File: src/ecs_pkg.sv
package ecs_pkg;

	localparam int DEPTH  = 16;
	localparam int AW     = (DEPTH > 1) ? $clog2(DEPTH) : 1;
	localparam int CW     = $clog2(DEPTH + 1);
	localparam int CODE_W = 32;
	localparam int OPC_W  = 3;
	localparam int IDX_W  = 6;
	localparam int CNT_W  = 7;

	typedef enum logic [OPC_W-1:0] {
		OP_PUSH     = 3'd0,
		OP_POP      = 3'd1,
		OP_CLEAR    = 3'd2,
		OP_CONTAINS = 3'd3,
		OP_GET      = 3'd4,
		OP_FLUSH    = 3'd5
	} op_t;

	typedef enum logic [2:0] {
		ST_IDLE,
		ST_DECODE,
		ST_APPLY,
		ST_WALK_RD,
		ST_WALK_CHK,
		ST_DONE
	} state_t;

	typedef struct packed {
		logic load_in;
		logic rd_req;
		logic apply;
		logic walk_step;
		logic ld_res;
	} ecs_cmd_t;

	typedef struct packed {
		op_t  op;
		logic cnt_zero;
		logic idx_ok;
		logic ptr_last;
	} ecs_stat_t;

endpackage

File: src/ecs_req_if.sv
interface ecs_req_if
	import ecs_pkg::*;
();
	logic                     valid;
	logic                     ready;
	logic [OPC_W-1:0]         opcode;
	logic signed [CODE_W-1:0] code;
	logic [IDX_W-1:0]         index;

	modport source (output valid, opcode, code, index, input ready);
	modport sink (input valid, opcode, code, index, output ready);
endinterface

File: src/ecs_rsp_if.sv
interface ecs_rsp_if
	import ecs_pkg::*;
();
	logic                     valid;
	logic                     ready;
	logic                     ok;
	logic signed [CODE_W-1:0] code_out;
	logic [CNT_W-1:0]         count;

	modport source (output valid, ok, code_out, count, input ready);
	modport sink (input valid, ok, code_out, count, output ready);
endinterface

File: src/ecs_ram.sv
module ecs_ram #(
	parameter int WIDTH = 32,
	parameter int DEPTH = 16
) (
	input  logic                                    clk,
	input  logic                                    we,
	input  logic [((DEPTH > 1) ? $clog2(DEPTH) : 1)-1:0] waddr,
	input  logic [WIDTH-1:0]                        wdata,
	input  logic                                    re,
	input  logic [((DEPTH > 1) ? $clog2(DEPTH) : 1)-1:0] raddr,
	output logic [WIDTH-1:0]                        rdata
);
	logic [WIDTH-1:0] mem_q [DEPTH];

	always_ff @(posedge clk) begin
		if (we) begin
			mem_q[waddr] <= wdata;
		end
		if (re) begin
			rdata <= mem_q[raddr];
		end
	end
endmodule

File: src/ecs_dp.sv
module ecs_dp
	import ecs_pkg::*;
(
	input  logic                     clk,
	input  logic                     arst_n,
	input  ecs_cmd_t                 cmd,
	output ecs_stat_t                stat,
	input  logic [OPC_W-1:0]         req_opcode,
	input  logic signed [CODE_W-1:0] req_code,
	input  logic [IDX_W-1:0]         req_index,
	output logic                     rsp_ok,
	output logic signed [CODE_W-1:0] rsp_code_out,
	output logic [CNT_W-1:0]         rsp_count
);
	op_t               op_q;
	logic [CODE_W-1:0] code_q;
	logic [IDX_W-1:0]  index_q;
	logic [AW-1:0]     base_q;
	logic [CW-1:0]     cnt_q;
	logic [AW-1:0]     ptr_q;
	logic [CW-1:0]     dst_q;
	logic              ok_q;
	logic [CODE_W-1:0] val_q;
	logic              rsp_ok_q;
	logic [CODE_W-1:0] rsp_code_q;
	logic [CNT_W-1:0]  rsp_count_q;

	logic [CW-1:0]     cnt_m1;
	logic [CW-1:0]     dst_next;
	logic [AW-1:0]     base_inc;
	logic [AW-1:0]     rd_lidx;
	logic              walk_op;
	logic              full;
	logic              hit;
	logic              push_wr;
	logic              ram_we;
	logic [AW-1:0]     ram_waddr;
	logic [CODE_W-1:0] ram_wdata;
	logic [CODE_W-1:0] ram_rdata;

	function automatic logic [AW-1:0] phys(input logic [AW-1:0] b, input logic [AW-1:0] l);
		logic [AW:0] sum;
		sum = {1'b0, b} + {1'b0, l};
		if (sum >= (AW+1)'(DEPTH)) begin
			sum = sum - (AW+1)'(DEPTH);
		end
		return sum[AW-1:0];
	endfunction

	assign cnt_m1   = cnt_q - CW'(1);
	assign full     = (cnt_q == CW'(DEPTH));
	assign hit      = (ram_rdata == code_q);
	assign push_wr  = (cnt_q == '0) || !hit;
	assign dst_next = hit ? dst_q : dst_q + CW'(1);
	assign base_inc = (base_q == AW'(DEPTH - 1)) ? '0 : base_q + AW'(1);
	assign walk_op  = (op_q == OP_CONTAINS) || (op_q == OP_FLUSH);

	always_comb begin
		if (walk_op) begin
			rd_lidx = ptr_q;
		end else if (op_q == OP_GET) begin
			rd_lidx = index_q[AW-1:0];
		end else begin
			rd_lidx = cnt_m1[AW-1:0];
		end
	end

	assign ram_we    = (cmd.apply && op_q == OP_PUSH && push_wr)
	                || (cmd.walk_step && op_q == OP_FLUSH && !hit);
	assign ram_wdata = cmd.walk_step ? ram_rdata : code_q;

	always_comb begin
		if (cmd.walk_step) begin
			ram_waddr = phys(base_q, dst_q[AW-1:0]);
		end else if (full) begin
			ram_waddr = base_q;
		end else begin
			ram_waddr = phys(base_q, cnt_q[AW-1:0]);
		end
	end

	ecs_ram #(
		.WIDTH (CODE_W),
		.DEPTH (DEPTH)
	) u_ram (
		.clk   (clk),
		.we    (ram_we),
		.waddr (ram_waddr),
		.wdata (ram_wdata),
		.re    (cmd.rd_req),
		.raddr (phys(base_q, rd_lidx)),
		.rdata (ram_rdata)
	);

	always_ff @(posedge clk or negedge arst_n) begin
		if (!arst_n) begin
			cnt_q  <= '0;
			base_q <= '0;
		end else begin
			if (cmd.apply) begin
				case (op_q)
					OP_PUSH: begin
						if (push_wr) begin
							if (full) begin
								base_q <= base_inc;
							end else begin
								cnt_q <= cnt_q + CW'(1);
							end
						end
					end
					OP_POP:   cnt_q <= cnt_m1;
					OP_CLEAR: cnt_q <= '0;
					default:  ;
				endcase
			end
			if (cmd.walk_step && op_q == OP_FLUSH && stat.ptr_last) begin
				cnt_q <= dst_next;
			end
		end
	end

	always_ff @(posedge clk) begin
		if (cmd.load_in) begin
			op_q    <= op_t'(req_opcode);
			code_q  <= req_code;
			index_q <= req_index;
			ok_q    <= 1'b0;
			val_q   <= '0;
			ptr_q   <= '0;
			dst_q   <= '0;
		end
		if (cmd.apply && (op_q == OP_POP || op_q == OP_GET)) begin
			ok_q  <= 1'b1;
			val_q <= ram_rdata;
		end
		if (cmd.walk_step) begin
			ptr_q <= ptr_q + AW'(1);
			dst_q <= dst_next;
			if (op_q == OP_CONTAINS && hit) begin
				ok_q <= 1'b1;
			end
		end
		if (cmd.ld_res) begin
			rsp_ok_q    <= ok_q;
			rsp_code_q  <= val_q;
			rsp_count_q <= CNT_W'(cnt_q);
		end
	end

	assign stat = '{
		op:       op_q,
		cnt_zero: (cnt_q == '0),
		idx_ok:   (CNT_W'(index_q) < CNT_W'(cnt_q)),
		ptr_last: (ptr_q == cnt_m1[AW-1:0])
	};

	assign rsp_ok       = rsp_ok_q;
	assign rsp_code_out = $signed(rsp_code_q);
	assign rsp_count    = rsp_count_q;

`ifndef SYNTHESIS
	a_cnt_bound: assert property (@(posedge clk) disable iff (!arst_n)
		cnt_q <= CW'(DEPTH))
		else $error("count above depth");
	a_flush_order: assert property (@(posedge clk) disable iff (!arst_n)
		cmd.walk_step |-> dst_q <= CW'(ptr_q))
		else $error("flush write ahead of read");
	a_pop_nonempty: assert property (@(posedge clk) disable iff (!arst_n)
		(cmd.apply && op_q == OP_POP) |-> cnt_q != '0)
		else $error("pop applied on empty stack");
	a_get_range: assert property (@(posedge clk) disable iff (!arst_n)
		(cmd.apply && op_q == OP_GET) |-> $past(cmd.rd_req) && stat.idx_ok)
		else $error("get applied without a valid read");
`endif
endmodule

File: src/ecs_ctrl.sv
module ecs_ctrl
	import ecs_pkg::*;
(
	input  logic      clk,
	input  logic      arst_n,
	input  logic      req_valid,
	output logic      req_ready,
	output logic      rsp_valid,
	input  logic      rsp_ready,
	input  ecs_stat_t stat,
	output ecs_cmd_t  cmd
);
	state_t state_q;
	state_t state_d;
	logic   rsp_valid_q;

	always_ff @(posedge clk or negedge arst_n) begin
		if (!arst_n) begin
			state_q     <= ST_IDLE;
			rsp_valid_q <= 1'b0;
		end else begin
			state_q <= state_d;
			if (cmd.ld_res) begin
				rsp_valid_q <= 1'b1;
			end else if (rsp_ready) begin
				rsp_valid_q <= 1'b0;
			end
		end
	end

	always_comb begin
		state_d   = state_q;
		cmd       = '0;
		req_ready = 1'b0;
		unique case (state_q)
			ST_IDLE: begin
				req_ready = 1'b1;
				if (req_valid) begin
					cmd.load_in = 1'b1;
					state_d     = ST_DECODE;
				end
			end
			ST_DECODE: begin
				unique case (stat.op) inside
					OP_PUSH: begin
						cmd.rd_req = !stat.cnt_zero;
						state_d    = ST_APPLY;
					end
					OP_POP: begin
						cmd.rd_req = !stat.cnt_zero;
						state_d    = stat.cnt_zero ? ST_DONE : ST_APPLY;
					end
					OP_CLEAR: begin
						state_d = ST_APPLY;
					end
					OP_GET: begin
						cmd.rd_req = stat.idx_ok;
						state_d    = stat.idx_ok ? ST_APPLY : ST_DONE;
					end
					OP_CONTAINS, OP_FLUSH: begin
						state_d = stat.cnt_zero ? ST_DONE : ST_WALK_RD;
					end
					default: begin
						state_d = ST_DONE;
					end
				endcase
			end
			ST_APPLY: begin
				cmd.apply = 1'b1;
				state_d   = ST_DONE;
			end
			ST_WALK_RD: begin
				cmd.rd_req = 1'b1;
				state_d    = ST_WALK_CHK;
			end
			ST_WALK_CHK: begin
				cmd.walk_step = 1'b1;
				state_d       = stat.ptr_last ? ST_DONE : ST_WALK_RD;
			end
			ST_DONE: begin
				if (!rsp_valid_q || rsp_ready) begin
					cmd.ld_res = 1'b1;
					state_d    = ST_IDLE;
				end
			end
			default: begin
				state_d = ST_IDLE;
			end
		endcase
	end

	assign rsp_valid = rsp_valid_q;
endmodule

File: src/error_code_stack.sv
// channel  role  beat
// req      sink  opcode, code, index
// rsp      src   ok, code_out, count
//
// push, pop, get, clear: decode, apply, done states; an empty pop or an out-of-range get skips apply
// contains, flush: one ram read and one compare per entry
// reset clears the count, the ring base and the fsm; the entry ram is not cleared
// one result is held in the output register; the next beat is accepted and
// worked while it waits, and stalls in its last cycle until the register frees
module error_code_stack
	import ecs_pkg::*;
(
	input logic          clk,
	input logic          arst_n,
	ecs_req_if.sink      req,
	ecs_rsp_if.source    rsp
);
	ecs_cmd_t  cmd;
	ecs_stat_t stat;

	ecs_ctrl u_ctrl (
		.clk       (clk),
		.arst_n    (arst_n),
		.req_valid (req.valid),
		.req_ready (req.ready),
		.rsp_valid (rsp.valid),
		.rsp_ready (rsp.ready),
		.stat      (stat),
		.cmd       (cmd)
	);

	ecs_dp u_dp (
		.clk          (clk),
		.arst_n       (arst_n),
		.cmd          (cmd),
		.stat         (stat),
		.req_opcode   (req.opcode),
		.req_code     (req.code),
		.req_index    (req.index),
		.rsp_ok       (rsp.ok),
		.rsp_code_out (rsp.code_out),
		.rsp_count    (rsp.count)
	);
endmodule
File: src/flat_wrapper.sv
// flat-port wrapper written by rule: the top's interface ports become plain ports
module error_code_stack_flat import ecs_pkg::*;
  (clk, arst_n, req_valid, req_opcode, req_code, req_index, req_ready, rsp_valid, rsp_ok, rsp_code_out, rsp_count, rsp_ready);
  ecs_req_if req_i ();
  ecs_rsp_if rsp_i ();
  input logic clk;
  input logic arst_n;
  input wire logic [$bits(req_i.valid)-1:0] req_valid;
  input wire logic [$bits(req_i.opcode)-1:0] req_opcode;
  input wire logic [$bits(req_i.code)-1:0] req_code;
  input wire logic [$bits(req_i.index)-1:0] req_index;
  output wire logic [$bits(req_i.ready)-1:0] req_ready;
  output wire logic [$bits(rsp_i.valid)-1:0] rsp_valid;
  output wire logic [$bits(rsp_i.ok)-1:0] rsp_ok;
  output wire logic [$bits(rsp_i.code_out)-1:0] rsp_code_out;
  output wire logic [$bits(rsp_i.count)-1:0] rsp_count;
  input wire logic [$bits(rsp_i.ready)-1:0] rsp_ready;
  assign req_i.valid = req_valid;
  assign req_i.opcode = req_opcode;
  assign req_i.code = req_code;
  assign req_i.index = req_index;
  assign req_ready = req_i.ready;
  assign rsp_valid = rsp_i.valid;
  assign rsp_ok = rsp_i.ok;
  assign rsp_code_out = rsp_i.code_out;
  assign rsp_count = rsp_i.count;
  assign rsp_i.ready = rsp_ready;
  error_code_stack u_core (.clk(clk), .arst_n(arst_n), .req(req_i), .rsp(rsp_i));
endmodule
File: config.mk
export PLATFORM = sky130hd
export DESIGN_NAME = error_code_stack_flat
export DESIGN_NICKNAME = d
export VERILOG_FILES = /design/src/ecs_pkg.sv /design/src/ecs_req_if.sv /design/src/ecs_rsp_if.sv /design/src/ecs_ram.sv /design/src/ecs_dp.sv /design/src/ecs_ctrl.sv /design/src/error_code_stack.sv /design/src/flat_wrapper.sv
export SDC_FILE = /design/constraint.sdc
export NUM_CORES = 1
export LEC_CHECK = 0
export BUFFER_PORTS_ARGS = -buffer_cell sky130_fd_sc_hd__clkbuf_2
export CAP_MARGIN = 20
export CORE_MARGIN = 5
export CORE_UTILIZATION = 55
export DETAILED_ROUTE_END_ITERATION = 10
export HOLD_SLACK_MARGIN = 0.03
export PLACE_DENSITY = 0.77
export SYNTH_ARGS = -nofsm -noshare
export SYNTH_HDL_FRONTEND = slang
export SYNTH_SLANG_ARGS = --single-unit
File: constraint.sdc
create_clock -name clk -period 5.8 [get_ports clk]
set_input_delay 0.58 -clock clk [delete_from_list [all_inputs] [get_ports clk]]
set_output_delay 0.58 -clock clk [all_outputs]
set_load 0.05 [all_outputs]
; ---- Yosys cells after proc, flatten, opt, wreduce, memory -nomap -nowiden
; Memories as Yosys holds them, arrays and structs flattened. A register that Yosys moved wholly into a read port is not among the register bits.
; Cells that the tools add are included.
[totals]
memories = 1
reg_bits = 134
input_bits = 45
romBits = 0
latch_bits = 0
output_inout_bits = 42
ram_bits = 512
[op_classes]
mul = 0
n_eq_ne = 18
bitwise = 0
div = 0
muxes = 46
n_shift = 0
magnitude_cmp = 4
addsub = 11
n_reduce_logical = 29
[mem_list]
columns = memory, depth, word_bits, read_ports, rd_clocked_by_memory_dff, wr, line_no
row1 = u_core.u_dp.u_ram.mem_q, 16, 32, 1, 1, 1, ecs_ram.sv:13  ; logic [WIDTH-1:0] mem_q [DEPTH];
[op_table]
columns = cell, n
row1 = 2-to-1 mux 32 bit, 3
row2 = 2-to-1 mux 4 bit, 10
row3 = 2-to-1 mux 5 bit, 7
row4 = equality test 32 bit, 1
row5 = 2-to-1 mux 3 bit, 6
row6 = case mux 3 bit (6 select lines), 1
row7 = adder 4 x 4 -> 5 bit, 3
row8 = ">= comparator 5 bit, second input constant", 3
row9 = 2-to-1 mux 1 bit, 15
row10 = case mux 5 bit (3 select lines), 1
row11 = "equality test 3 x 2 -> 1 bit, second input constant", 4
row12 = "equality test 3 bit, second input constant", 4
row13 = case mux 3 bit (4 select lines), 1
row14 = "subtractor 4 x 1 -> 4 bit, second input constant", 3
row15 = "adder 5 x 1 -> 5 bit, second input constant", 2
row16 = "adder 4 x 1 -> 4 bit, second input constant", 2
row17 = AND reduction 4 bit, 2
row18 = nonzero test 2 bit, 4
row19 = logical AND 1 bit, 7
row20 = "equality test 3 x 1 -> 1 bit, second input constant", 2
row21 = zero test 3 bit, 2
row22 = < comparator 6 x 5 -> 1 bit, 1
row23 = "!= test 3 bit, second input constant", 2
row24 = OR reduction 2 bit, 3
row25 = 11 further kinds, 19

; ---- Longest topological paths before layout
; Gate-level depths: netlist of the first run.
[logic_depth]
word_depth = 7
depth_mapped = 16
mapped_depth_nobuf = 14

; ---- Modules after synthesis
; From an unflattened synthesis of the first run, not the netlist that was laid out.
[hier_totals]
cells_unflattened = 1342
area_unflattened_um2 = 26955.9
[modules_own_cells]
columns = module, area_per_inst_um2, instances, cells_each, seq_area_each_um2
row1 = ecs_ram, 20156.8, 1, 838, 16335.7
row2 = ecs_dp, 6458.7, 1, 466, 3848.7
row3 = ecs_ctrl, 340.3, 1, 38, 100.1

; ---- Worst setup path before layout of the first run
; Ideal clock, no wire load.
[synth_path]
path_type = register to register
from = register u_core.u_dp.cnt_q[1]
to = register u_core.u_dp.u_ram.rdata[0], read port of u_core.u_dp.u_ram.mem_q (enable)
stages_incl_launch_ff = 9
setup_slack_ns = 1.756
arrival_ns = 3.612
period_less_slack_ns = 4.044
n_path_buf = 0
path_cell_list = dfrtp_1 > inv_1 > ha_1 > a21o_1 > a21o_1 > a21o_1 > a211o_1 > or4_1 > a21oi_1
[synth_rtl]
columns = item, line_no
row1 = start: declaration, ecs_dp.sv:19  ; logic [CW-1:0] cnt_q;
row2 = start signal: assignment, ecs_dp.sv:107  ; cnt_q <= cnt_q + CW'(1);
row3 = start signal: assignment, ecs_dp.sv:111  ; OP_POP: cnt_q <= cnt_m1;
row4 = start signal: assignment, ecs_dp.sv:117  ; cnt_q <= dst_next;
row5 = end: declaration, ecs_ram.sv:11  ; output logic [WIDTH-1:0] rdata

; ---- Final worst setup path of the first run
[layout_path]
from = register u_core.u_dp.op_q[1]
to = register u_core.u_dp.u_ram.rdata[20], read port of u_core.u_dp.u_ram.mem_q (data pin)
[layout_via]
elab_chain_cells = 6
[layout_lines]
columns = item, line_no
row1 = start: declaration, ecs_dp.sv:15  ; op_t op_q;
row2 = start signal: assignment, ecs_dp.sv:124  ; op_q <= op_t'(req_opcode);
row3 = equality test 3 bit (tied with other cells), ecs_dp.sv:61  ; end else if (op_q == OP_GET) begin
row4 = 2-to-1 mux 4 bit / logical OR 1 bit (equally long branches), "ecs_dp.sv:61, ecs_dp.sv:56"
row5 = 2-to-1 mux 4 bit, ecs_dp.sv:59  ; if (walk_op) begin
row6 = adder 4 x 4 -> 5 bit, ecs_dp.sv:43  ; sum = {1'b0, b} + {1'b0, l};
row7 = subtractor 4 x 1 -> 4 bit / >= comparator 5 bit (equally long branches), "ecs_dp.sv:45, ecs_dp.sv:44"
row8 = 2-to-1 mux 4 bit, ecs_dp.sv:44  ; if (sum >= (AW+1)'(DEPTH)) begin
; Several ways; a longest one is shown, not always the timed one.
; A chain may end at the register's enable or synchronous reset.

==> reports/metrics.yaml, run 1 <==
drt:
  drtAntennaViolNets: 0
  drtPass1Iterations: 8
  viasPerCell: 6.16
  drc: 0
  wire_per_inst_um: 26.3
  drt-total-wl_um: 61000
  drt-initial-drc-count: 1880
  via_count: 14300
hold_path:
  min_from: "req_code[25]"
  hold_path_class: "input port to flip-flop"
  hold_depth: 1
  hold_end: "u_core.u_dp.code_q[25]"
place:
  gp_congestion: 0.899
  dp_slack_ps: 1320
  dpl.hpwl_um: 35900
  port_buffers: 84
synth:
  syn-cell-area_sq_mm: 0.0270
  synth_edf_count: 664
  ys_seq_elements: 678
  synth_cells: 1481
  yosysTopAreaCellShare_pct: 73.7
  synth_cell_types: 66
  yosysSeqAreaShare_pct: 75.0
  synthArstFlopShare_pct: 1.92
  ys_warn_count: 0
  synth_most_common_cell: "edfxtp_1"
  synthTopCellsByCount: "edfxtp_1, nand2_1, mux4_2"
  yosysTopAreaCell: "edfxtp_1"
  synthTopCellsByArea: "edfxtp_1, mux4_2, nand2_1"
  synth_ff_type: "edfxtp_1"
  avgSynthCellArea_sq_um: 18.3
setup_path:
  worstPathArrival_ps: 4930
  cp-end-kind: "flip-flop"
  slowest_delay_ps: 1090
  crit_family: "adder cells"
  cpMaxStageDelayCell: "fa_4"
  ff2ff_setup_slack_ps: 1180
  required_ps: 6110
  critical_path_class: "flip-flop to flip-flop"
  crit_top_cell: "a21oi_1"
  crit-reg2reg-launch: "u_core.u_dp.op_q[1]"
  r2r_cells: 13
  crit_chain: "inv_1 -> nand2_1 -> nor2_1 -> a21oi_1 -> o22ai_1 -> a21oi_1 -> ha_4 -> fa_4 -> buf_12 -> mux4_2 -> and2_1 -> a211oi_1 -> a31oi_1"
  cp.depth: 13
  path_max_fanout: 74
  worstReg2RegEnd: "u_core.u_dp.u_ram.rdata[20]"
  cp_num_buf_inv: 2
  start_kind: "flip-flop"
finish:
  final_layout_size_suffix_gt1_share_pct: 23.0
  fillCellCount: 3248
  areaGrowthSynthToFinish_pct: 13.5
  nets: 1672
  n_antenna_cell: 0
clocking:
  cts_resized: 0
  clkLatencyLatePin_ps: 600
  clock_path_buffers: 3
  clock_sinks: 678
  cts_tree: "done"
  cts-root-buf: "clkbuf_16"
  cts_max_level: 3
  clk_pin_slew_ps: 60
  cts_buffers: 68
global_route:
  grt.overflow.total: 0
  grt_max_degree: 75
  grt_pass1_wl_um: 91900
  grtUsageTotal_pct: 23.0
  grt_pass1_vias: 14400
  antenna_found_initial: 1
sta:
  max_freq_ghz: 0.217
  fin_crit_sh_pct: 79.6
  fin_skew_ps: 25.5
  finalMaxSlewViolations: 0
  rsz0062_at_grt: "false"
  worstMarginPinSlew_ps: 1110
  period_needed_ps: 4620
  fin_tns_setup_ps: 0
  setup_ws_ps: 1180
  finalHoldViolations: 0
  setup_viol: 0
  slew_headroom_pct: 25.6
job:
  max_cap_violations: 0
floorplan:
  design.portCount: 87
  die_w_um: 232
  core_sq_mm: 0.0487
  initial_core_util_pct: 55.5
  die_area_sq_mm: 0.0537
  rows: 81
  fp.dieH_um: 232
run_status:
  status: "finished, final reports clean"
power_and_ir_drop:
  p_per_area_mw_per_mm2: 309
  p_leak_nw: 10.3
  max-vdd-ir-drop_v: 0.000268
## kinds of logic (layout without fill, tap and decap cells)
kind of cell               count (synthesis)  in the layout  share of synthesized area, %
and+or+nand+nor                          359            359                          6.23
adders and majority gates                 22             22                          1.10
xor gates and xnor gates                  58             58                          1.91
DFF                                      678            678                          75.0
AOI/OAI and AO/OA                        140            140                          3.52
buffers and inverters                     90            263                          1.40
other                                      1              2                        0.0139
muxes                                    133            133                          10.8
## metal layers
layer  routed length, um  vias up  GRT usage, %
met2               30100      746          37.3
met4                1770        2          6.41
li1                    -     6072             -
met5                  13        -             0
met1               24100     7335          32.5
met3                5050      134          4.59
## what timing repair did
| item | 4_1_cts | 5_1_grt |
|---|---|---|
| hold buffers | 1 | 0 |
| endpoints found under the hold margin | 13 | 0 |
| setup buffers | 0 | 0 |
## how the worst max path moves through the flow
stage,start,to
floorplan,u_core.u_dp.cnt_q[1],u_core.u_dp.u_ram.rdata[0]
global placement,u_core.u_dp.op_q[1],u_core.u_dp.u_ram.rdata[13]
detailed placement,u_core.u_dp.op_q[1],u_core.u_dp.u_ram.rdata[15]
CTS,u_core.u_dp.op_q[1],u_core.u_dp.u_ram.rdata[20]
global route,u_core.u_dp.op_q[1],u_core.u_dp.u_ram.rdata[20]
finish,u_core.u_dp.op_q[1],u_core.u_dp.u_ram.rdata[20]
## worst register-to-register path, delay by kind of cell, from the launching register on
| kind | cells | cell delay [ps] |
|---|---|---|
| AO/OA/AOI/OAI | 5 | 660 |
| flip-flops | 1 | 680 |
| buffers and inverters | 2 | 700 |
| adder cells (fa/ha/maj) | 2 | 1300 |
| AND/OR/NAND/NOR | 3 | 560 |
| multiplexers | 1 | 460 |
## cell usage in the layout, fill, tap and decap left out, drive strengths merged, types with 7 or more instances in the layout
cell,instances
a31oi,36
edfxtp,664
clkbuf,174
ha,19
mux4,128
clkinv,26
nor2,43
a211oi,32
o21ai,20
a21oi,20
xnor2,17
and2,68
nor4,11
buf,43
nand3,11
dfrtp,13
inv,15
nand2b,7
xor2,41
nand2,189
## per-stage QoR
step	cell area, sq um	cells	power (W)	utilization (%)	hold WS, ps
2_1_floorplan	27100	1482	0.00541	-	284
3_3_place_gp	28500	2197	0.00542	58.6	402
3_5_place_dp	28500	2197	0.00542	58.6	405
4_1_cts	30700	2318	0.00952	62.9	133
5_1_grt	30700	2319	0.00977	63.0	133
6_report	30700	2319	0.00947	63.0	158
## state kept, by name, indices dropped and copies added, names as in the netlist, 3 cells and up
signal	count
u_core.u_dp.base_q	4
u_core.u_dp.dst_q	5
u_core.u_dp.ptr_q	4
u_core.u_dp.op_q	3
u_core.u_dp.index_q	6
u_core.u_dp.cnt_q	5
u_core.u_dp.u_ram.rdata	32
u_core.u_ctrl.state_q	3
u_core.u_dp.rsp_count	5
u_core.u_dp.rsp_code_out	32
u_core.u_dp.val_q	32
u_core.u_dp.code_q	32
u_core.u_dp.u_ram.mem_q	512
## cell type report
type / instances / area, sq um / area share [%]
clock buffers: 90 / 1890 / 6.16
well taps: 664 / 831 / 2.71
multi-input cells: 714 / 6600 / 21.5
clock inverters: 30 / 218 / 0.709
repair buffers: 128 / 811 / 2.64
inverters: 15 / 56.3 / 0.183
flip-flops and latches: 678 / 20300 / 66.1
## where the power goes
group                     switching [W]   total, W  internal, W
Clock                           0.00177    0.00415      0.00238
Combinational                0.00000985  0.0000207    0.0000109
Sequential     0.0000000000000000000237    0.00530      0.00530
Total                           0.00178    0.00947      0.00769
Power figures use the tool's default switching activity.
==> inputs of run 2 (changes only) <==
- clock period: 5.8 -> 4.47 ns (I/O delays scaled with it)
==> reports/metrics.yaml, run 2 (synthesized netlist as in run 1, its figures left out) <==
sta:
  fin_tns_setup_ps: 0  # unchanged
  rsz0062_at_grt: "false"
  slew_headroom_pct: 49.1  # +23 points
  worstMarginPinSlew_ps: 763  # -347 ps
  setup_viol: 0  # unchanged
  max_freq_ghz: 0.247  # +14%
  finalHoldViolations: 0  # unchanged
  fin_crit_sh_pct: 90.5  # +11 points
  finalMaxSlewViolations: 0  # unchanged
  setup_ws_ps: 422  # -759 ps
  fin_skew_ps: 26.3  # +0.750 ps
  period_needed_ps: 4050  # -571 ps
setup_path:
  ff2ff_setup_slack_ps: 420  # -760 ps
  worstReg2RegEnd: "u_core.u_dp.u_ram.rdata[24]"
  crit_chain: "inv_1 -> ha_1 -> nand2_1 -> o21ai_0 -> nand2_1 -> o21ai_0 -> a31oi_1 -> fa_4 -> buf_12 -> buf_4 -> mux4_2 -> a211oi_1 -> a31oi_1"
  critical_path_class: "flip-flop to flip-flop"
  slowest_delay_ps: 1030  # -60 ps
  r2r_cells: 13  # unchanged
  cpMaxStageDelayCell: "fa_4"
  crit_path_end: "u_core.u_dp.u_ram.rdata[24]"
  required_ps: 4790  # -1320 ps
  crit-reg2reg-launch: "u_core.u_dp.cnt_q[1]"
  start_kind: "flip-flop"
  worstPathArrival_ps: 4360  # -570 ps
  critPathLaunch: "u_core.u_dp.cnt_q[1]"
  path_max_fanout: 27  # -64%
  cp-end-kind: "flip-flop"
hold_path:
  hold_path_class: "input port to flip-flop"
clocking:
  clkLatencyLatePin_ps: 610  # about the same
  cts-root-buf: "clkbuf_16"
  clk_pin_slew_ps: 60  # about the same
  clock_sinks: 678  # unchanged
  cts_resized: 0  # unchanged
  cts_buffers: 70  # +2.9%
  cts_tree: "done"
  cts_max_level: 3  # unchanged
  cts_setup_buffers: 0  # unchanged
  clock_path_buffers: 3  # unchanged
finish:
  final_common_cell: "edfxtp_1"
  nets: 1720  # +2.9%
  final_util_pct: 64.3  # +1.3 points
  areaGrowthSynthToFinish_pct: 15.9
  final_layout_size_suffix_gt1_share_pct: 23.0  # about the same
  final_area_sq_mm: 0.0313  # +2.1%
  largest_reg_flops: 512  # unchanged
  regMostFlops: "u_core.u_dp.u_ram.mem_q"
  final_cell_mix: "edfxtp_1, nand2_1, mux4_2"
  n_antenna_cell: 0  # unchanged
floorplan:
  fp.dieH_um: 232  # unchanged
  die_area_sq_mm: 0.0537  # unchanged
  initial_core_util_pct: 55.5  # unchanged
  design.portCount: 87  # unchanged
  die_w_um: 232  # unchanged
  core_sq_mm: 0.0487  # unchanged
  rows: 81  # unchanged
drt:
  drtAntennaViolNets: 0  # unchanged
  drc: 0  # unchanged
  wire_per_inst_um: 26.5  # +0.61%
  drtPass1Iterations: 5  # -3
  drt-total-wl_um: 62700  # +2.9%
  viasPerCell: 6.13  # -0.54%
  drt-initial-drc-count: 1846  # -1.8%
  via_count: 14500  # +1.7%
global_route:
  grtUsageTotal_pct: 23.6  # +0.61 points
  grt_max_degree: 65  # -13%
  grt.overflow.total: 0  # unchanged
  grt_pass1_wl_um: 93300  # +1.5%
  grt_pass1_vias: 14600  # +1.1%
  antenna_found_initial: 1  # unchanged
job:
  max_cap_violations: 0  # unchanged
power_and_ir_drop:
  clock_power_share_pct: 44.4  # +0.6 points
  p_leak_nw: 10.6  # +2.5%
  power.internal_w: 0.0101  # +31%
  seq_power_share_pct: 55.2  # -0.8 points
  switching_share_pct: 19.3  # +0.49 points
  power_w: 0.0125  # +32%
  p_comb_share_pct: 0.4  # +0.2 points
  p_per_area_mw_per_mm2: 398  # +29%
  power.switching_w: 0.00240  # +35%
  max-vdd-ir-drop_v: 0.000355  # +32%
place:
  dpl.hpwl_um: 34000  # -5.4%
  gp_congestion: 0.858  # -4.5%
  dp_slack_ps: 472  # -851 ps
  port_buffers: 84  # unchanged
  postPlaceCellArea_sq_mm: 0.0287  # +0.71%
run_status:
  status: "finished, final reports clean"
[run 2: critical path: cells and delay by family (launching register included)]
kind            cells  cell delay (ps)
compound gates      5              580
fa+ha+maj           2             1430
buf+inv             3              730
flops               1              500
mux                 1              330
simple gates        2              160
[run 2: area by class of cell]
class / instances / area (sq um)
Sequential cell: 678 / 20300
Fill cell: 3193 / 17400
Multi-Input combinational cell: 714 / 6600
Clock buffer: 89 / 1820
Timing Repair Buffer: 174 / 1400
Tap cell: 664 / 831
Clock inverter: 37 / 350
Inverter: 15 / 56.3
[run 2: power by group through the flow]
stage | combinational, W | sequential (W) | clock [W]
after floorplan | 0.00000515 | 0.00701 | 0
after global placement | 0.0000252 | 0.00701 | 0
after detailed placement | 0.0000255 | 0.00701 | 0
after CTS | 0.0000536 | 0.00688 | 0.00562
after global routing | 0.0000580 | 0.00687 | 0.00590
final | 0.0000536 | 0.00688 | 0.00553
[run 2: how the worst min path moves through the flow]
stage	startpoint	to	slack, ps	cells past startpoint
2_1_floorplan	arst_n	u_core.u_ctrl.rsp_valid	150	0
3_3_place_gp	arst_n	u_core.u_dp.cnt_q[4]	390	1
3_5_place_dp	u_core.u_dp.val_q[12]	u_core.u_dp.rsp_code_out[12]	400	0
4_1_cts	req_opcode[1]	u_core.u_dp.op_q[1]	30	1
5_1_grt	req_opcode[0]	u_core.u_dp.op_q[0]	40	1
6_report	req_opcode[0]	u_core.u_dp.op_q[0]	70	1
[run 2: stage by stage]
step           instances  hold WS [ps]
2_1_floorplan       1482           151
3_3_place_gp        2204           392
3_5_place_dp        2204           405
4_1_cts             2370          30.4
5_1_grt             2371          36.4
6_report            2371          74.0
[run 2: timing repair]
action,4_1_cts,5_1_grt
hold buffers,40,0
hold endpoints to repair,52,0
setup endpoints to repair,0,0
[run 2: routing by layer]
metal  vias up  track usage, %  wire, um
li1       6177               -         -
met1      7401            34.2     24800
met2       830            37.8     30400
met3       123            3.83      5590
met4         0            7.15      2020
met5         -               0         0
